### src/hw/rtl/assert_macros.svh
// Assertion macros used by the top-level RTL file.
`ifndef ASSERT_MACROS_SVH
`define ASSERT_MACROS_SVH

// Same-cycle implication, disabled in reset.
`define LEBM_ASSERT_IMPLY(label, clk, rst_n, ante, cons) \
  label: assert property (@(posedge clk) disable iff (!rst_n) (ante) |-> (cons)) \
    else $error("lebm assertion failed");

// Next-cycle implication, disabled in reset.
`define LEBM_ASSERT_NEXT(label, clk, rst_n, ante, cons) \
  label: assert property (@(posedge clk) disable iff (!rst_n) (ante) |=> (cons)) \
    else $error("lebm assertion failed");

`endif

### src/hw/rtl/lebm_pkg.sv
// Shared constants and controller/datapath interface types for the line extent block.
package lebm_pkg;

  localparam int ROW_BITS   = 12;
  localparam int HIST_BITS  = ROW_BITS + 1;
  localparam int HIST_DEPTH = 1 << HIST_BITS;
  localparam int CNT_W      = 12;
  localparam int MAX_BOXES  = 1024;
  localparam int BOX_W      = $clog2(MAX_BOXES + 1);
  localparam int TAG_W      = 8;
  localparam int ENTRY_W    = TAG_W + CNT_W;

  localparam logic [CNT_W-1:0] COUNT_MAX = {CNT_W{1'b1}};

  typedef struct packed {
    logic accept;
    logic update;
    logic clear;
  } lebm_cmd_t;

  typedef struct packed {
    logic last;
    logic tag_full;
    logic clear_end;
  } lebm_sts_t;

endpackage

### src/hw/rtl/lebm_ctrl.sv
// Controller state machine: memory clearing pass, box accept and histogram update sequencing.
module lebm_ctrl (
  input  logic                clk,
  input  logic                rst_n,
  input  logic                start,
  output logic                busy,
  input  lebm_pkg::lebm_sts_t sts,
  output lebm_pkg::lebm_cmd_t cmd
);
  import lebm_pkg::*;

  typedef enum logic [1:0] {
    S_CLEAR,
    S_IDLE,
    S_UPDATE
  } state_t;

  state_t state_r;
  state_t state_nxt;
  logic   busy_r;

  always_comb begin
    state_nxt = state_r;
    unique case (state_r)
      S_CLEAR: begin
        if (sts.clear_end) begin
          state_nxt = S_IDLE;
        end
      end
      S_IDLE: begin
        if (start) begin
          state_nxt = S_UPDATE;
        end
      end
      S_UPDATE: begin
        if (sts.last && sts.tag_full) begin
          state_nxt = S_CLEAR;
        end else begin
          state_nxt = S_IDLE;
        end
      end
      default: begin
        state_nxt = S_CLEAR;
      end
    endcase
  end

  always_ff @(posedge clk) begin
    if (!rst_n) begin
      state_r <= S_CLEAR;
      busy_r  <= 1'b1;
    end else begin
      state_r <= state_nxt;
      busy_r  <= (state_nxt != S_IDLE);
    end
  end

  assign busy       = busy_r;
  assign cmd.accept = start && (state_r == S_IDLE);
  assign cmd.update = (state_r == S_UPDATE);
  assign cmd.clear  = (state_r == S_CLEAR);

endmodule

### config.mk
export PLATFORM = sky130hd
export DESIGN_NAME = lebm_ctrl
export DESIGN_NICKNAME = d
export VERILOG_FILES = /design/src/hw/rtl/assert_macros.svh /design/src/hw/rtl/lebm_pkg.sv /design/src/hw/rtl/lebm_ctrl.sv
export SDC_FILE = /design/constraint.sdc
export NUM_CORES = 1
export LEC_CHECK = 0
export BUFFER_PORTS_ARGS = -buffer_cell sky130_fd_sc_hd__buf_2
export CAP_MARGIN = 20
export CELL_PAD_IN_SITES_DETAIL_PLACEMENT = 1
export CELL_PAD_IN_SITES_GLOBAL_PLACEMENT = 2
export CORE_AREA = 2 2 39 41
export DETAILED_ROUTE_END_ITERATION = 7
export DIE_AREA = 0 0 41 43
export PLACE_DENSITY = 0.48
export SETUP_SLACK_MARGIN = 0.02
export SLEW_MARGIN = 20
export SYNTH_ARGS = -nofsm -noshare
export SYNTH_HDL_FRONTEND = slang
export SYNTH_SLANG_ARGS = --single-unit
### constraint.sdc
create_clock -name clk -period 2.02 [get_ports clk]
set_clock_uncertainty 0.05 [all_clocks]
set_input_delay 0.303 -clock clk [delete_from_list [all_inputs] [get_ports clk]]
set_output_delay 0.303 -clock clk [all_outputs]
set_load 0.01 [all_outputs]
Yosys cells after proc, flatten, opt, wreduce, memory -nomap -nowiden
Cells that the tools add are included.
{"block": "word_totals", "ff_bits": 3, "latch_bits": 0, "ramBits": 0, "romBits": 0, "out_inout_bits": 4, "word_cells": 12, "memories": 0}
{"block": "classes", "n_addsub": 0, "n_mul": 0, "n_div": 0, "magnitude_cmp": 0, "eq_ne": 3, "shifts": 0, "n_mux": 4, "n_bitwise": 0, "n_reduce_logical": 3}
{"cell": "case mux 2 bit (3 select lines)", "n": 1}
{"cell": "two-way mux 2 bit", "n": 2}
{"cell": "equality test 2 x 1 -> 1 bit (second input constant)", "n": 1}
{"cell": "equality test 2 bit (second input constant)", "n": 1}
{"cell": "logical AND 1 bit", "n": 2}
{"cell": "logical NOT 2 bit", "n": 1}
{"cell": "!= test 2 x 1 -> 1 bit (second input constant)", "n": 1}
{"cell": "two-way mux 1 bit", "n": 1}

Depth between registers and ports, before layout
{"block": "logic_depth", "word_depth": 4, "ltp_mapped": 2, "mapped_depth_nobuf": 2}

Worst setup path before layout
Ideal clock, no wire load.
{"block": "synth_path", "path_type": "reg2out", "start": "reg state_r[1]", "end": "out cmd[2] in the netlist's numbering", "t_arrival_ps": 582, "t_required_ps": 1667, "path_slack_ps": 1085, "stages_incl_launch_ff": 2, "path_buffers": 0, "cell_sequence": "dfxtp_1 and3b_2"}
{"element": "start, declared", "line_no": "lebm_ctrl.sv:18", "text": "state_t state_r;"}
{"element": "start signal, assigned", "line_no": "lebm_ctrl.sv:53", "text": "state_r <= state_nxt;"}
{"element": "end, declared", "line_no": "lebm_ctrl.sv:8", "text": "output lebm_pkg::lebm_cmd_t cmd"}

==> flow_summary.ini <==
[clocking]
clk_path_buf_depth = 2
cts_tree = built
clock_latency_ns = 0.23
postCtsResizedCells = 0
htreeDepth = 1
hold_buffers = 0
cts_sinks = 3
numCtsBuffers = 3
clockRootBuffer = clkbuf_4
clk_pin_slew_worst_paths_ns = 0.04
post_cts.repair.setup_buffers = 0

[critical_path]
path_cells = and3b_2, buf_2
cp_max_fo = 6
crit_type = reg -> out
endpoint_kind = output port
r2r_setup_slack_ns = 1.05
crit_arrival_ns = 0.99
cp_top_family = flip-flops
worstSetupStartpointType = flop
cp.buffers_inverters = 1
max_stage_delay_ns = 0.39
timing.rr.end = state_r[0]
slowest_stage = dfxtp_1
timing.rr.start = state_r[1]
critical_path_required_ns = 1.67
reg2reg_depth = 2

[sta]
fin_crit_ns = 1.35
period_share_pct = 66.7
tightest_slew_ns = 0.170
fin_setup_tns_ns = 0
report.final.slew_viol_count = 0
setup-violations-final = 0
slew_headroom_pct = 88.6
rsz0062_at_grt = false
fin_ws_ns = 0.674
finalHoldViolCount = 0
timing.fmax_ghz = 0.743

[min_path]
min_to = state_r[1]
hold_depth = 2
hp-class = in -> reg
min_from = rst_n

[yosys]
synthFlopType = dfxtp_1
synth-async-reset-ratio_pct = 0
synth.most_common_cell = dfxtp_1
netlist.area_leader.share_pct = 44.4
syn_avg_cell_area_um2 = 10.4
synth-edff-count = 0
synth-compound-area-share_pct = 11.1
ys_seq_area_share_pct = 44.4
synth_nets = 19
synth_top_family_by_area = simple AND/OR/NAND/NOR gates
synth_mux_area_share_pct = 0
synthCells = 13
synth_area_leaders = dfxtp_1 44%, and4bb_1 9.3%, and3b_2 7.4%
yosys.area.top_type = dfxtp_1
synthAdderAreaFrac_pct = 0
syn-cell-area_um2 = 135
synth_xor_area_share_pct = 0
ys_ff_latch = 3
yosys_warnings = 0
synth_cell_type_count = 11
synth_simple_gate_area_share_pct = 44.4

[global_routing]
first_global_vias = 159
antenna_found_initial = 0
track_usage_pct = 5.62
grt_max_degree = 7
grt_pass1_wl_um = 607
grt_overflow_total = 0

[cells_and_area]
nets = 33
postLayoutCellArea_um2 = 226
syn_to_final_growth_pct = 67.6
layout-drive-gt1-share_pct = 53.8
antenna_cells = 0

[route]
vias = 148
drt_iter0_markers = 1
dr.pass1.iters = 2
wirelength_um = 370
antenna_left = 0
wire_per_inst_um = 8.81
via_per_inst = 3.52
drc_errors = 0

[power_and_ir_drop]
vdd_drop_max_mv = 0.124
p_leak_nw = 0.110
power_density_nw_per_um2 = 886
totalPowerFinal_uw = 201

[placed_design]
gp_congestion = 0.568
dp_slack_ns = 0.923
placed_cell_area_um2 = 200
portBuffers = 9

[floorplanning]
die_y_um = 43
start_util_pct = 9.76
dieArea_um2 = 1760
core_um2 = 1380
boundaryPins = 10
rows = 14
die_w_um = 41

[flow_run]
maxCapViolations = 0

[status]
status = finished, final reports clean
-- final cells by class --
cell class,instances,area (um2)
fillers,170,1160
well taps,16,20.0
repair buffers,9,45.0
multi-input cells,10,75.1
flip-flops and latches,3,60.1
clock buffers,4,26.3
-- worst reg2reg max path, cell delays in order, from the launching register on --
cell and delay (ns):
dfxtp_1 0.39, and4bb_1 0.23, a31o_1 0.19
-- report_power, final --
group,internal (mW),switching [mW],total [mW]
Sequential,0.0644,0.00352,0.0679
Clock,0.0741,0.0319,0.106
Combinational,0.0151,0.0114,0.0266
Total,0.154,0.0469,0.201
-- layer usage --
layer	track usage (%)	share of wire [%]
met1	6.41	45
met4	8.00	0
met5	0	0
met2	6.25	36
met3	2.09	19
-- cell families after synthesis --
kind of cell / after synthesis
flops: 3
simple gates: 8
compound gates: 2
-- cell usage in the layout (no fill, tap or decap) --
cell type,count
a31o_1,1
a31oi_1,1
and2_1,1
and2b_1,1
and2b_2,1
and3b_2,1
and4bb_1,1
buf_2,9
clkbuf_1,1
clkbuf_4,3
dfxtp_1,3
nand3_1,1
nor2_1,1
or2_1,1
-- worst max-delay path by stage --
stage / depth (start not counted) / startpoint / end / slack [ns]
floorplan: 1 / state_r[1] / cmd[2] / 1.08
global placement: 2 / state_r[1] / cmd[2] / 0.94
detailed placement: 2 / state_r[1] / cmd[2] / 0.92
CTS: 2 / state_r[1] / cmd[2] / 0.66
global route: 2 / state_r[1] / cmd[2] / 0.62
finish: 2 / state_r[1] / cmd[2] / 0.67
-- registers in the layout, indices dropped and copies added (netlist names) --
register  flops
state_r       2
busy          1
-- stage by stage --
step / hold WS [ns] / utilization, % / std cells
6_report: 0.253 / 16.4 / 42
5_1_grt: 0.263 / 16.4 / 42
4_1_cts: 0.244 / 16.4 / 42
3_5_place_dp: 0.501 / 14.5 / 38
3_3_place_gp: 0.484 / 14.5 / 38
2_1_floorplan: 0.375 / - / 13
Note: power is estimated with default switching activity, not from simulation.
